File: src/rtl/vwq_pkg.sv
`timescale 1ns / 1ps
// ----------------------------------------------------------------------------
// vwq_pkg
// Shared codes and types of the voice wait queue.
// ----------------------------------------------------------------------------
package vwq_pkg;

    localparam int CHAN_W   = 8;
    localparam int STATUS_W = 4;
    localparam int CMD_W    = 2;

    localparam logic [CMD_W-1:0] CMD_ENQUEUE  = 2'd0;
    localparam logic [CMD_W-1:0] CMD_CANCEL   = 2'd1;
    localparam logic [CMD_W-1:0] CMD_DISPATCH = 2'd2;
    localparam logic [CMD_W-1:0] CMD_TICK     = 2'd3;

    localparam logic [STATUS_W-1:0] ST_QUEUED    = 4'd0;
    localparam logic [STATUS_W-1:0] ST_FULL      = 4'd1;
    localparam logic [STATUS_W-1:0] ST_NOPREEMPT = 4'd2;
    localparam logic [STATUS_W-1:0] ST_CANCELLED = 4'd3;
    localparam logic [STATUS_W-1:0] ST_NOTFOUND  = 4'd4;
    localparam logic [STATUS_W-1:0] ST_STARTED   = 4'd5;
    localparam logic [STATUS_W-1:0] ST_EMPTY     = 4'd6;
    localparam logic [STATUS_W-1:0] ST_TIMEDOUT  = 4'd7;
    localparam logic [STATUS_W-1:0] ST_TICKDONE  = 4'd8;

    typedef struct packed {
        logic [STATUS_W-1:0] status;
        logic [CHAN_W-1:0]   channel;
        logic                last;
    } res_t;

endpackage

File: src/rtl/vwq_slot_ram.sv
`timescale 1ns / 1ps
// ----------------------------------------------------------------------------
// vwq_slot_ram
// Slot store: one synchronous write port and one registered read port.
// ----------------------------------------------------------------------------
module vwq_slot_ram #(
    parameter int DEPTH = 32,
    parameter int WIDTH = 24
) (
    input  logic                     clk,
    input  logic                     rd_en,
    input  logic [$clog2(DEPTH)-1:0] rd_addr,
    output logic [WIDTH-1:0]         rd_data,
    input  logic                     wr_en,
    input  logic [$clog2(DEPTH)-1:0] wr_addr,
    input  logic [WIDTH-1:0]         wr_data
);

    logic [WIDTH-1:0] mem [DEPTH];

    always_ff @(posedge clk)
    begin
        if (wr_en)
        begin
            mem[wr_addr] <= wr_data;
        end
    end

    // The read data holds while no read is issued, so a stalled walk keeps its slot.
    always_ff @(posedge clk)
    begin
        if (rd_en)
        begin
            rd_data <= mem[rd_addr];
        end
    end

endmodule

File: src/rtl/vwq_engine.sv
`timescale 1ns / 1ps
// ----------------------------------------------------------------------------
// vwq_engine
// Command sequencer: ring pointers, valid bits and the slot walk over the RAM.
// ----------------------------------------------------------------------------
module vwq_engine #(
    parameter int QUEUE_DEPTH = 32,
    parameter int TIMER_BITS  = 16
) (
    input  logic                           clk,
    input  logic                           rst_n,
    input  logic                           in_valid,
    output logic                           in_ready,
    input  logic [vwq_pkg::CMD_W-1:0]      cmd,
    input  logic [vwq_pkg::CHAN_W-1:0]     ch,
    input  logic [15:0]                    tmo,
    input  logic                           pre,
    output vwq_pkg::res_t                  res,
    output logic                           res_valid,
    input  logic                           res_ready,
    output logic                           rd_en,
    output logic [$clog2(QUEUE_DEPTH)-1:0] rd_addr,
    input  logic [vwq_pkg::CHAN_W+TIMER_BITS-1:0] rd_data,
    output logic                           wr_en,
    output logic [$clog2(QUEUE_DEPTH)-1:0] wr_addr,
    output logic [vwq_pkg::CHAN_W+TIMER_BITS-1:0] wr_data
);
    import vwq_pkg::*;

    localparam int PW = $clog2(QUEUE_DEPTH);
    localparam int OW = $clog2(QUEUE_DEPTH + 1);
    localparam int SW = OW + 1;
    localparam int WW = CHAN_W + TIMER_BITS;

    localparam logic [2:0] S_IDLE    = 3'd0;
    localparam logic [2:0] S_WALK    = 3'd1;
    localparam logic [2:0] S_DISP    = 3'd2;
    localparam logic [2:0] S_DISP_RD = 3'd3;
    localparam logic [2:0] S_EMIT    = 3'd4;

    function automatic logic [PW-1:0] ptr_inc(input logic [PW-1:0] p);
        if (p == PW'(QUEUE_DEPTH - 1))
        begin
            return '0;
        end
        return p + 1'b1;
    endfunction

    logic [2:0]             state_reg, state_next;
    logic [CMD_W-1:0]       cmd_reg, cmd_next;
    logic [CHAN_W-1:0]      ch_reg, ch_next;
    logic [PW-1:0]          head_reg, head_next;
    logic [PW-1:0]          tail_reg, tail_next;
    logic [OW-1:0]          occ_reg, occ_next;
    logic [QUEUE_DEPTH-1:0] valid_reg, valid_next;
    logic [OW-1:0]          idx_reg, idx_next;
    logic [PW-1:0]          addr_reg, addr_next;
    logic                   p_valid_reg, p_valid_next;
    logic [PW-1:0]          p_addr_reg, p_addr_next;
    logic                   found_reg, found_next;
    logic [STATUS_W-1:0]    status_reg, status_next;

    logic [CHAN_W-1:0]      ram_ch;
    logic [TIMER_BITS-1:0]  ram_t;
    logic [TIMER_BITS-1:0]  t_dec;
    logic                   slot_live;
    logic                   need_emit;
    logic                   stage_done;
    logic                   advance;

    assign ram_ch    = rd_data[WW-1:TIMER_BITS];
    assign ram_t     = rd_data[TIMER_BITS-1:0];
    assign t_dec     = (ram_t != '0) ? ram_t - 1'b1 : '0;
    assign slot_live = valid_reg[p_addr_reg];
    assign in_ready  = (state_reg == S_IDLE);

    always_comb
    begin
        state_next   = state_reg;
        cmd_next     = cmd_reg;
        ch_next      = ch_reg;
        head_next    = head_reg;
        tail_next    = tail_reg;
        occ_next     = occ_reg;
        valid_next   = valid_reg;
        idx_next     = idx_reg;
        addr_next    = addr_reg;
        p_valid_next = p_valid_reg;
        p_addr_next  = p_addr_reg;
        found_next   = found_reg;
        status_next  = status_reg;
        rd_en        = 1'b0;
        rd_addr      = addr_reg;
        wr_en        = 1'b0;
        wr_addr      = p_addr_reg;
        wr_data      = {ram_ch, t_dec};
        res_valid    = 1'b0;
        res          = '{status: status_reg, channel: '0, last: 1'b1};
        need_emit    = 1'b0;
        stage_done   = 1'b0;
        advance      = 1'b0;

        unique case (state_reg)
            S_IDLE:
            begin
                if (in_valid)
                begin
                    cmd_next = cmd;
                    ch_next  = ch;
                    unique case (cmd)
                        CMD_ENQUEUE:
                        begin
                            state_next = S_EMIT;
                            if (occ_reg >= OW'(QUEUE_DEPTH))
                            begin
                                status_next = ST_FULL;
                            end
                            else if (!pre)
                            begin
                                status_next = ST_NOPREEMPT;
                            end
                            else
                            begin
                                status_next          = ST_QUEUED;
                                wr_en                = 1'b1;
                                wr_addr              = tail_reg;
                                wr_data              = {ch, TIMER_BITS'(tmo)};
                                valid_next[tail_reg] = 1'b1;
                                tail_next            = ptr_inc(tail_reg);
                                occ_next             = occ_reg + 1'b1;
                            end
                        end
                        CMD_CANCEL, CMD_TICK:
                        begin
                            idx_next     = '0;
                            addr_next    = head_reg;
                            p_valid_next = 1'b0;
                            found_next   = 1'b0;
                            state_next   = S_WALK;
                        end
                        CMD_DISPATCH:
                        begin
                            state_next = S_DISP;
                        end
                        default:
                        begin
                            state_next = S_IDLE;
                        end
                    endcase
                end
            end
            S_WALK:
            begin
                // Stage two works on the slot already fetched while stage one
                // fetches the next one; a pending timeout stalls both.
                need_emit  = p_valid_reg && (cmd_reg == CMD_TICK) && slot_live
                             && (t_dec == '0);
                stage_done = p_valid_reg && (!need_emit || res_ready);
                res_valid  = need_emit;
                res        = '{status: ST_TIMEDOUT, channel: ram_ch, last: 1'b0};
                if (stage_done && slot_live)
                begin
                    if (cmd_reg == CMD_TICK)
                    begin
                        wr_en = 1'b1;
                        if (t_dec == '0)
                        begin
                            valid_next[p_addr_reg] = 1'b0;
                        end
                    end
                    else if (ram_ch == ch_reg)
                    begin
                        valid_next[p_addr_reg] = 1'b0;
                        found_next             = 1'b1;
                    end
                end
                advance = !p_valid_reg || stage_done;
                if (advance)
                begin
                    if (idx_reg < occ_reg)
                    begin
                        rd_en        = 1'b1;
                        rd_addr      = addr_reg;
                        p_addr_next  = addr_reg;
                        p_valid_next = 1'b1;
                        addr_next    = ptr_inc(addr_reg);
                        idx_next     = idx_reg + 1'b1;
                    end
                    else
                    begin
                        p_valid_next = 1'b0;
                        state_next   = S_EMIT;
                        if (cmd_reg == CMD_TICK)
                        begin
                            status_next = ST_TICKDONE;
                        end
                        else
                        begin
                            status_next = found_next ? ST_CANCELLED : ST_NOTFOUND;
                        end
                    end
                end
            end
            S_DISP:
            begin
                // One slot leaves the head per cycle; holes are dropped on the way.
                if (occ_reg == '0)
                begin
                    status_next = ST_EMPTY;
                    state_next  = S_EMIT;
                end
                else
                begin
                    head_next = ptr_inc(head_reg);
                    occ_next  = occ_reg - 1'b1;
                    if (valid_reg[head_reg])
                    begin
                        valid_next[head_reg] = 1'b0;
                        rd_en                = 1'b1;
                        rd_addr              = head_reg;
                        state_next           = S_DISP_RD;
                    end
                end
            end
            S_DISP_RD:
            begin
                res_valid = 1'b1;
                res       = '{status: ST_STARTED, channel: ram_ch, last: 1'b1};
                if (res_ready)
                begin
                    state_next = S_IDLE;
                end
            end
            S_EMIT:
            begin
                res_valid = 1'b1;
                if (res_ready)
                begin
                    state_next = S_IDLE;
                end
            end
            default:
            begin
                state_next = S_IDLE;
            end
        endcase
    end

    always_ff @(posedge clk or negedge rst_n)
    begin
        if (!rst_n)
        begin
            state_reg   <= S_IDLE;
            head_reg    <= '0;
            tail_reg    <= '0;
            occ_reg     <= '0;
            valid_reg   <= '0;
            p_valid_reg <= 1'b0;
        end
        else
        begin
            state_reg   <= state_next;
            head_reg    <= head_next;
            tail_reg    <= tail_next;
            occ_reg     <= occ_next;
            valid_reg   <= valid_next;
            p_valid_reg <= p_valid_next;
        end
    end

    always_ff @(posedge clk)
    begin
        cmd_reg    <= cmd_next;
        ch_reg     <= ch_next;
        idx_reg    <= idx_next;
        addr_reg   <= addr_next;
        p_addr_reg <= p_addr_next;
        found_reg  <= found_next;
        status_reg <= status_next;
    end

    logic [SW-1:0] ring_sum;
    logic [SW-1:0] ring_end;

    assign ring_sum = SW'(head_reg) + SW'(occ_reg);
    assign ring_end = (ring_sum >= SW'(QUEUE_DEPTH)) ? ring_sum - SW'(QUEUE_DEPTH) : ring_sum;

    a_occ_bound: assert property (@(posedge clk) disable iff (!rst_n)
        occ_reg <= OW'(QUEUE_DEPTH))
        else $error("occupancy above queue depth");

    a_ring_consistent: assert property (@(posedge clk) disable iff (!rst_n)
        ring_end == SW'(tail_reg))
        else $error("tail does not equal head plus occupancy");

    a_res_hold: assert property (@(posedge clk) disable iff (!rst_n)
        res_valid && !res_ready |=> res_valid && $stable(res))
        else $error("pending result changed while stalled");

    a_enqueue_grows: assert property (@(posedge clk) disable iff (!rst_n)
        in_valid && in_ready && (cmd == CMD_ENQUEUE) && pre
        && (occ_reg < OW'(QUEUE_DEPTH))
        |=> (occ_reg == $past(occ_reg) + 1'b1) && valid_reg[$past(tail_reg)])
        else $error("accepted enqueue did not fill the tail slot");

endmodule

File: src/rtl/voice_wait_queue_with_timeout.sv
`timescale 1ns / 1ps
// Enqueue writes its slot as the command is accepted. Dispatch drops holes at the head
// and reads the first waiting slot. Cancel and tick walk every occupied slot, reading one RAM
// entry per cycle unless a timeout result is held back by the output side. One item is in
// work at a time; the next is taken once the final result sits in the output register.
// Reset clears pointers, occupancy and valid bits at once; the slot RAM is not cleared and
// needs no clearing pass.
// ----------------------------------------------------------------------------
// voice_wait_queue_with_timeout
// Circular wait queue of voice channels with per-slot timeout countdown.
// ----------------------------------------------------------------------------
module voice_wait_queue_with_timeout #(
    parameter int QUEUE_DEPTH = 32,
    parameter int TIMER_BITS  = 16
) (
    input  logic        clk,
    input  logic        rst_n,
    input  logic        s_tvalid,
    output logic        s_tready,
    input  logic [31:0] s_tdata,   // channel[7:0], timeout[23:8], preempt_ok[24], zero
    input  logic [1:0]  s_tuser,   // command[1:0]
    output logic        m_tvalid,
    input  logic        m_tready,
    output logic [7:0]  m_tdata,   // out_channel[7:0]
    output logic [3:0]  m_tuser,   // status[3:0]
    output logic        m_tlast
);
    import vwq_pkg::*;

    localparam int PW = $clog2(QUEUE_DEPTH);
    localparam int WW = CHAN_W + TIMER_BITS;

    res_t          res;
    logic          res_valid;
    logic          res_ready;
    logic          rd_en;
    logic [PW-1:0] rd_addr;
    logic [WW-1:0] rd_data;
    logic          wr_en;
    logic [PW-1:0] wr_addr;
    logic [WW-1:0] wr_data;

    logic          out_valid_reg;
    res_t          out_res_reg;

    vwq_engine #(
        .QUEUE_DEPTH (QUEUE_DEPTH),
        .TIMER_BITS  (TIMER_BITS)
    ) u_engine (
        .clk       (clk),
        .rst_n     (rst_n),
        .in_valid  (s_tvalid),
        .in_ready  (s_tready),
        .cmd       (s_tuser),
        .ch        (s_tdata[7:0]),
        .tmo       (s_tdata[23:8]),
        .pre       (s_tdata[24]),
        .res       (res),
        .res_valid (res_valid),
        .res_ready (res_ready),
        .rd_en     (rd_en),
        .rd_addr   (rd_addr),
        .rd_data   (rd_data),
        .wr_en     (wr_en),
        .wr_addr   (wr_addr),
        .wr_data   (wr_data)
    );

    vwq_slot_ram #(
        .DEPTH (QUEUE_DEPTH),
        .WIDTH (WW)
    ) u_slot_ram (
        .clk     (clk),
        .rd_en   (rd_en),
        .rd_addr (rd_addr),
        .rd_data (rd_data),
        .wr_en   (wr_en),
        .wr_addr (wr_addr),
        .wr_data (wr_data)
    );

    // Output register: the engine moves on as soon as its result is parked here.
    assign res_ready = !out_valid_reg || m_tready;

    always_ff @(posedge clk or negedge rst_n)
    begin
        if (!rst_n)
        begin
            out_valid_reg <= 1'b0;
        end
        else if (res_ready)
        begin
            out_valid_reg <= res_valid;
        end
    end

    always_ff @(posedge clk)
    begin
        if (res_ready && res_valid)
        begin
            out_res_reg <= res;
        end
    end

    assign m_tvalid = out_valid_reg;
    assign m_tdata  = out_res_reg.channel;
    assign m_tuser  = out_res_reg.status;
    assign m_tlast  = out_res_reg.last;

endmodule

File: config.mk
export PLATFORM = sky130hd
export DESIGN_NAME = voice_wait_queue_with_timeout
export DESIGN_NICKNAME = d
export VERILOG_FILES = /design/src/rtl/vwq_pkg.sv /design/src/rtl/vwq_slot_ram.sv /design/src/rtl/vwq_engine.sv /design/src/rtl/voice_wait_queue_with_timeout.sv
export SDC_FILE = /design/constraint.sdc
export NUM_CORES = 1
export LEC_CHECK = 0
export ABC_AREA = 1
export BUFFER_PORTS_ARGS = -buffer_cell sky130_fd_sc_hd__buf_2
export CAP_MARGIN = 20
export CORE_MARGIN = 4
export CORE_UTILIZATION = 46
export DETAILED_ROUTE_END_ITERATION = 6
export GPL_TIMING_DRIVEN = 0
export SLEW_MARGIN = 30
export SYNTH_ARGS = -nofsm -noshare
export SYNTH_HDL_FRONTEND = slang
export SYNTH_SLANG_ARGS = --single-unit
File: constraint.sdc
create_clock -name clk -period 4.94 [get_ports clk]
set_clock_uncertainty 0.2 [all_clocks]
set_input_delay 0.741 -clock clk [delete_from_list [all_inputs] [get_ports clk]]
set_output_delay 0.741 -clock clk [all_outputs]
set_load 0.05 [all_outputs]
==> metrics.cfg, run 1 <==
[sta]
setup_viol = 0
post-route-period-util_pct = 97.31
period_needed_ns = 4.807
tns_ns = 0
max-slew-margin-rel_pct = 32.90
hold_violations = 0
setup_slack_ns = 0.1327
worst_pin_slew_ns = 0.9960
max_freq_mhz = 208.0
maxSlewViolCount = 0
hold_ws_ns = 0.05307
rsz0062_at_grt = no

[cells_and_area]
area.growth.synth_to_final_pct = 16.15
instances_no_fill = 5842
post-route-util_pct = 53.78
largest_reg_flops = 768
regArea_um2 = 26430
fillerInstances = 7938
nets = 4646
drive_above_1_share_pct = 9.068
fin_area_um2 = 48410
multiInputGateArea_um2 = 11340

[setup_path]
worst_path_most_repeated_cell = nand2_1
crit_path_max_incr_delay_ns = 0.57
reg2reg_to = u_slot_ram.rd_data[19]
cp_slowest_cell = nor3_1
worstPathArrival_ns = 4.99
worstPathMaxFanout = 10
critPathLaunchType = flop
path_class = reg2reg
required_ns = 5.13
timing.rr.start = u_engine.head_reg[3]
cp-end-kind = flop
cp_cell_sequence = inv_2 > nor3_1 > nand2_1 > nand2_1 > nor2_1 > nand2_2 > nand3_1 > nand2_1 > buf_2 > buf_2 > buf_2 > nand2_1 > nand3_1 > nand3_1 > nand3_1 > nand2_1 > nand2_1 > nand2_1
reg2reg_setup_slack_ns = 0.13
r2r_cells = 18

[drt]
wl_met2_um = 61420
first_iter_violations = 4061
drt-met1-wl_um = 55450
drc = 0
wl_per_cell_um = 22.94
antenna_left = 0
totalWireLength_um = 134000
drt-pass1-iter-count = 6
num_vias = 31460
dr.max_layer_used = met4
met3_length_um = 12450
via_per_inst = 5.384

[yosys]
avgSynthCellArea_um2 = 9.513
yosysSeqAreaShare_pct = 63.42
yosys_warnings = 0
yosys.area.top_type = edfxtp_1
async_flop_share_pct = 5.962
ys.flop_type = edfxtp_1
yosysMostFrequentCell = nand2_1
synthTopCellsByCount = nand2_1 (1043), nand3_1 (938), inv_1 (899)
synthTopCellsByArea = edfxtp_1 (60%), nand3_1 (11%), nand2_1 (9.4%)
ys_types = 37
synth-seq-cells = 889
netlist_instances = 4381
syn_nets = 4443
synth_top_area_share_pct = 60.24
syn_area_um2 = 41680
synth-edff-count = 836

[cts]
cts_root_buf = clkbuf_16
cts_inserted_buffers = 97
postCtsSetupBuffers = 0
clkLatencyLatePin_ns = 0.68
clkTransAtPathRegs_ns = 0.06
htreeDepth = 3
clock_path_buffers = 3
clock_sinks = 889
cts_tree = yes

[global_routing]
grt_pass1_wl_um = 194800
grt.overflow.total = 0
antenna_found_initial = 4
grt_max_degree = 54
grt_pass1_vias = 29680
grt_use_total_pct = 27.93

[pwr]
power_mw = 29.85
power_density_nw_per_um2 = 616.6
cellLeakagePower_nw = 21.03
vdd_drop_max_mv = 0.2953

[worst_hold_path]
hold_path_class = in2reg
holdPathEnd = u_engine.ch_reg[7]
hold_start = s_tdata[7]
worst_hold_path.num_cells = 1

[floorplan]
start_util_pct = 46.30
die_h_um = 309
fp.dieW_um = 309
dieArea_um2 = 95480
core.rowCount = 110
ioPinCount = 53
core_area_um2 = 90010

[placement]
dp_slack_ns = -0.1187
port_buffers = 45
gp_congestion = 0.9720
dp_hpwl_um = 94900
placed_area_um2 = 45320
place_inst = 5660

[job]
max-cap-violations = 0

[status]
outcome = finished, final reports clean

## cell type report
class                   count  share of cell area [%]
flip-flops and latches    889                   54.60
multi-input cells        2373                   23.43
inverters                 907                   7.033
clock buffers             124                   5.330
repair buffers            104                   3.678
well taps                1176                   3.040
plain buffers             212                   1.939
clock inverters            56                  0.9460
diodes                      1                0.005170
## cells by family after synthesis
family                     after synthesis  share of synthesized area (%)
AOI/OAI and AO/OA                      191                          2.729
DFF                                    889                          63.42
buffers and inverters                 1119                          10.41
adders and majority gates               24                         0.7386
and+or+nand+nor                       2139                          22.31
xor gates and xnor gates                19                         0.3993
## report_power, final
part           internal, mW  switching [mW]  total (mW)  leakage [nW]
combinational          3.29            9.69        13.0          11.3
sequential             9.58           0.293        9.87          8.22
clock                  3.96            3.03        6.99          1.49
total                  16.8            13.0        29.8          21.0
## worst max-delay path: cells and delay by family (launching register included)
family                 cells  cell delay, ns
AND/OR/NAND/NOR           14            2.38
buffers and inverters      4            1.42
flip-flops                 1            0.53
## layer usage
layer	GRT usage [%]	up-vias
met3	5.046	257
met4	9.340	0
met5	0	-
met2	44.83	1478
met1	38.74	15020
li1	-	14710
## cells in the final DEF, fill, tap and decap left out, types with 4 or more instances in the layout
cell type,synthesis,routed
clkinv_2,0,18
dfrtp_1,53,53
buf_4,5,6
xnor2_1,11,11
nor2_4,0,32
buf_1,19,18
buf_16,0,54
nor2_1,114,81
o21ai_4,0,13
o21ai_0,85,72
a22oi_1,25,25
nand3_1,938,936
ha_1,23,23
xor2_1,8,8
edfxtp_1,836,836
o22ai_1,22,22
bufinv_16,0,5
inv_2,4,12
nand4_1,11,11
buf_2,95,139
clkbuf_16,0,98
a21oi_1,30,29
clkbuf_2,0,4
inv_1,899,891
o21a_1,9,9
clkinv_1,4,28
nand2_1,1043,1039
a221oi_1,8,8
or2_2,7,7
nand2_2,1,4
clkbuf_1,93,113
nor3_1,21,18
## timing repair
item | 4_1_cts | 5_1_grt
hold buffers | 1 | 0
endpoints found under the hold margin | 53 | 0
resized for setup | 0 | 12
endpoints found under the setup margin | 0 | 389
## worst max-delay path by stage
stage | from | endpoint | slack [ns]
finish | u_engine.head_reg[3] | u_slot_ram.rd_data[19] | 0.13
global route | u_engine.state_reg[2] | u_slot_ram.rd_data[15] | 0.02
CTS | u_engine.state_reg[0] | u_slot_ram.mem[25][20] | 0.02
detailed placement | s_tuser[0] | u_slot_ram.mem[13][3] | -0.12
global placement | s_tuser[0] | u_slot_ram.mem[15][9] | -2.09
floorplan | u_engine.state_reg[0] | u_slot_ram.mem[1][0] | 0.58
Note: power is estimated with default switching activity, not from simulation.
==> inputs of run 2 (changes only) <==
Settings changed: SYNTH_HIERARCHICAL set to 1.
==> metrics.cfg, run 2 <==
[sta]
rsz0062_at_grt = yes  ; was no
hold_violations = 0  ; unchanged
period_needed_ns = 4.716  ; was 4.807 ns
setup_viol = 0  ; unchanged
hold_ws_ns = 0.07952  ; was 0.05307 ns
maxSlewViolCount = 0  ; unchanged
max-slew-margin-rel_pct = 42.31  ; was 32.90%
max_freq_mhz = 212.0  ; was 208.0 MHz
worst_pin_slew_ns = 0.8654  ; was 0.9960 ns
post-route-period-util_pct = 95.47  ; was 97.31%
tns_ns = 0  ; unchanged

[setup_path]
worstPathArrival_ns = 5.00  ; was 4.99 ns
critPathLaunchType = flop  ; unchanged
cp-end-kind = flop  ; unchanged
timing.rr.start = u_engine/head_reg[0]  ; was u_engine.head_reg[3]
r2r_cells = 21  ; was 18
reg2reg_setup_slack_ns = 0.22  ; was 0.13 ns
worstPathMaxFanout = 11  ; was 10
required_ns = 5.23  ; was 5.13 ns
crit_start = u_engine/head_reg[0]  ; was u_engine.head_reg[3]
reg2reg_to = u_slot_ram/rd_data[18]  ; was u_slot_ram.rd_data[19]
path_class = reg2reg  ; unchanged
endpoint = u_slot_ram/rd_data[18]  ; was u_slot_ram.rd_data[19]

[yosys]
yosysMostFrequentCell = nand2_1  ; unchanged
ys.flop_type = edfxtp_1  ; unchanged
syn_area_um2 = 39250  ; was 41680 um2
async_flop_share_pct = 5.962  ; unchanged
synth-edff-count = 836  ; unchanged
avgSynthCellArea_um2 = 10.55  ; was 9.513 um2
syn_nets = 3784  ; was 4443
synth_top_area_share_pct = 63.97  ; was 60.24%
synthTopCellsByCount = nand2_1 (1409), edfxtp_1 (836), nand3_1 (665)  ; was nand2_1 (1043), nand3_1 (938), inv_1 (899)
synth-seq-cells = 889  ; unchanged
yosys_warnings = 6  ; was 0
ys_types = 44  ; was 37
yosysSeqAreaShare_pct = 67.34  ; was 63.42%
synthTopCellsByArea = edfxtp_1 (64%), nand2_1 (13%), nand3_1 (8.5%)  ; was edfxtp_1 (60%), nand3_1 (11%), nand2_1 (9.4%)
netlist_instances = 3721  ; was 4381
yosys.area.top_type = edfxtp_1  ; unchanged

[cells_and_area]
final_cell_mix = nand2_1 (1406), edfxtp_1 (836), nand3_1 (663)  ; was nand2_1 (1039), nand3_1 (936), inv_1 (891)
drive_above_1_share_pct = 12.61  ; was 9.068%
fillerInstances = 7223  ; was 7938
final_common_cell = nand2_1  ; unchanged
nets = 3992  ; was 4646
area.growth.synth_to_final_pct = 17.42  ; was 16.15%
largest_reg_flops = 768  ; unchanged

[floorplan]
fp.dieW_um = 300.1  ; was 309 um
die_h_um = 300.1  ; was 309 um
start_util_pct = 46.67  ; was 46.30%
ioPinCount = 53  ; unchanged
core_area_um2 = 84090  ; was 90010 um2
core.rowCount = 106  ; was 110
dieArea_um2 = 90050  ; was 95480 um2

[cts]
cts_tree = yes  ; unchanged
cts_inserted_buffers = 93  ; was 97
clkLatencyLatePin_ns = 0.66  ; was 0.68 ns
cts_root_buf = clkbuf_16  ; unchanged
htreeDepth = 3  ; unchanged
clock_sinks = 889  ; unchanged
clock_path_buffers = 3  ; unchanged
clkTransAtPathRegs_ns = 0.06  ; about the same

[pwr]
power_density_nw_per_um2 = 664.9  ; was 616.6 nW/um2
p_int_mw = 17.38  ; was 16.83 mW
clock_power_share_pct = 21.7  ; was 23.4%
p_sw_share_pct = 43.26  ; was 43.60%
vdd_drop_max_mv = 0.4268  ; was 0.2953 mV
p_seq_share_pct = 33.2  ; was 33.1%
netSwitchingPower_mw = 13.26  ; was 13.01 mW
power_frac_comb_pct = 45.1  ; was 43.5%
cellLeakagePower_nw = 17.66  ; was 21.03 nW

[worst_hold_path]
hold_path_class = in2reg  ; unchanged

[placement]
port_buffers = 45  ; unchanged
dp_hpwl_um = 87970  ; was 94900 um
gp_congestion = 0.9632  ; was 0.9720

[drt]
first_iter_violations = 3455  ; was 4061
antenna_left = 0  ; unchanged
drt-pass1-iter-count = 5  ; was 6
totalWireLength_um = 122500  ; was 134000 um
via_per_inst = 5.595  ; was 5.384
wl_per_cell_um = 23.85  ; was 22.94 um
num_vias = 28750  ; was 31460
drc = 0  ; unchanged

[global_routing]
grt_max_degree = 54  ; unchanged
grt_pass1_vias = 26900  ; was 29680
antenna_found_initial = 1  ; was 4
grt_use_total_pct = 27.02  ; was 27.93%
grt_pass1_wl_um = 178200  ; was 194800 um
grt.overflow.total = 0  ; unchanged

[job]
max-cap-violations = 0  ; unchanged

[status]
outcome = finished, final reports clean  ; unchanged

run 2: area by class of cell:
| cell class | instances | area, um2 | area share, % |
|---|---|---|---|
| flip-flops and latches | 889 | 26430 | 57.35 |
| repair buffers | 114 | 1946 | 4.222 |
| well taps | 1134 | 1419 | 3.079 |
| multi-input cells | 2503 | 11600 | 25.18 |
| plain buffers | 196 | 1289 | 2.797 |
| clock inverters | 57 | 471.7 | 1.024 |
| inverters | 132 | 500.5 | 1.086 |
| clock buffers | 113 | 2422 | 5.256 |
| diodes | 1 | 2.502 | 0.005430 |
run 2: metrics by stage:
| stage | power [mW] | instances | cell area [um2] | setup WS [ns] | util, % |
|---|---|---|---|---|---|
| after floorplan | 17.74 | 3721 | 39250 | 0.1814 | - |
| after global placement | 22.91 | 4900 | 40890 | -2.599 | 48.63 |
| after global routing | 32.14 | 5138 | 46080 | -0.04099 | 54.80 |
| after detailed placement | 23.79 | 4966 | 43110 | -0.3083 | 51.27 |
| final | 30.64 | 5139 | 46080 | 0.2239 | 54.80 |
| after CTS | 30.48 | 5139 | 46060 | 0.008427 | 54.78 |
run 2: per-layer routing:
| layer | track usage [%] | routed length, um | vias up |
|---|---|---|---|
| li1 | - | - | 13280 |
| met2 | 40.34 | 52990 | 1363 |
| met1 | 39.51 | 52720 | 13920 |
| met5 | 0 | 0 | - |
| met4 | 8.826 | 4014 | 0 |
| met3 | 6.015 | 12830 | 194 |
run 2: worst min path at each step:
| stage | start | end | slack (ns) | cells after the start |
|---|---|---|---|---|
| finish | s_tdata[3] | u_engine/ch_reg[3] | 0.08 | 1 |
| global route | s_tdata[2] | u_engine/ch_reg[2] | 0.07 | 1 |
| CTS | s_tdata[3] | u_engine/ch_reg[3] | 0.05 | 1 |
| detailed placement | u_engine/valid_reg[18] | u_engine/valid_reg[18] | 0.26 | 2 |
| global placement | u_engine/valid_reg[14] | u_engine/valid_reg[14] | 0.26 | 2 |
| floorplan | u_engine/valid_reg[14] | u_engine/valid_reg[14] | 0.24 | 2 |
run 2: cell families after synthesis:
logic type               after synthesis  share of synthesized area [%]
buffers and inverters                329                          4.533
flip-flops                           889                          67.34
AND/OR/NAND/NOR                     2244                          23.94
XOR/XNOR                              16                         0.3571
AO/OA/AOI/OAI                        218                          3.006
adder cells (fa/ha/maj)               25                         0.8162
run 2: power by group through the flow:
stage	sequential (mW)	clock (mW)	combinational (mW)
floorplan	10.4	0	7.31
global placement	10.6	0	12.3
detailed placement	10.3	0	13.5
CTS	10.2	6.75	13.6
global route	10.2	7.09	14.8
finish	10.2	6.65	13.8
run 2: what timing repair did:
| action | 4_1_cts | 5_1_grt |
|---|---|---|
| pin swaps | 2 | 0 |
| gates resized for setup | 8 | 5 |
| endpoints found under the setup margin | 311 | 535 |
| hold buffers | 1 | 0 |
| endpoints found under the hold margin | 53 | 0 |
| buffers inserted | 2 | 0 |
| cloned | 0 | 0 |
run 2: critical path: stages, from the launching register on:
cell and delay [ns]:
dfrtp_1 0.38, buf_2 0.33, inv_1 0.10, clkbuf_1 0.34
o21ai_0 0.25, nand2_1 0.10, nand2_1 0.07, nand2_1 0.06
nor2_1 0.21, nand2_1 0.14, nand2_2 0.21, o21ai_0 0.11
clkbuf_4 0.26, inv_2 0.24, buf_4 0.34, buf_2 0.30
nand3_1 0.25, nand2_1 0.12, nand2_1 0.05, nand2_1 0.17
nand2_1 0.08, nand2_1 0.18
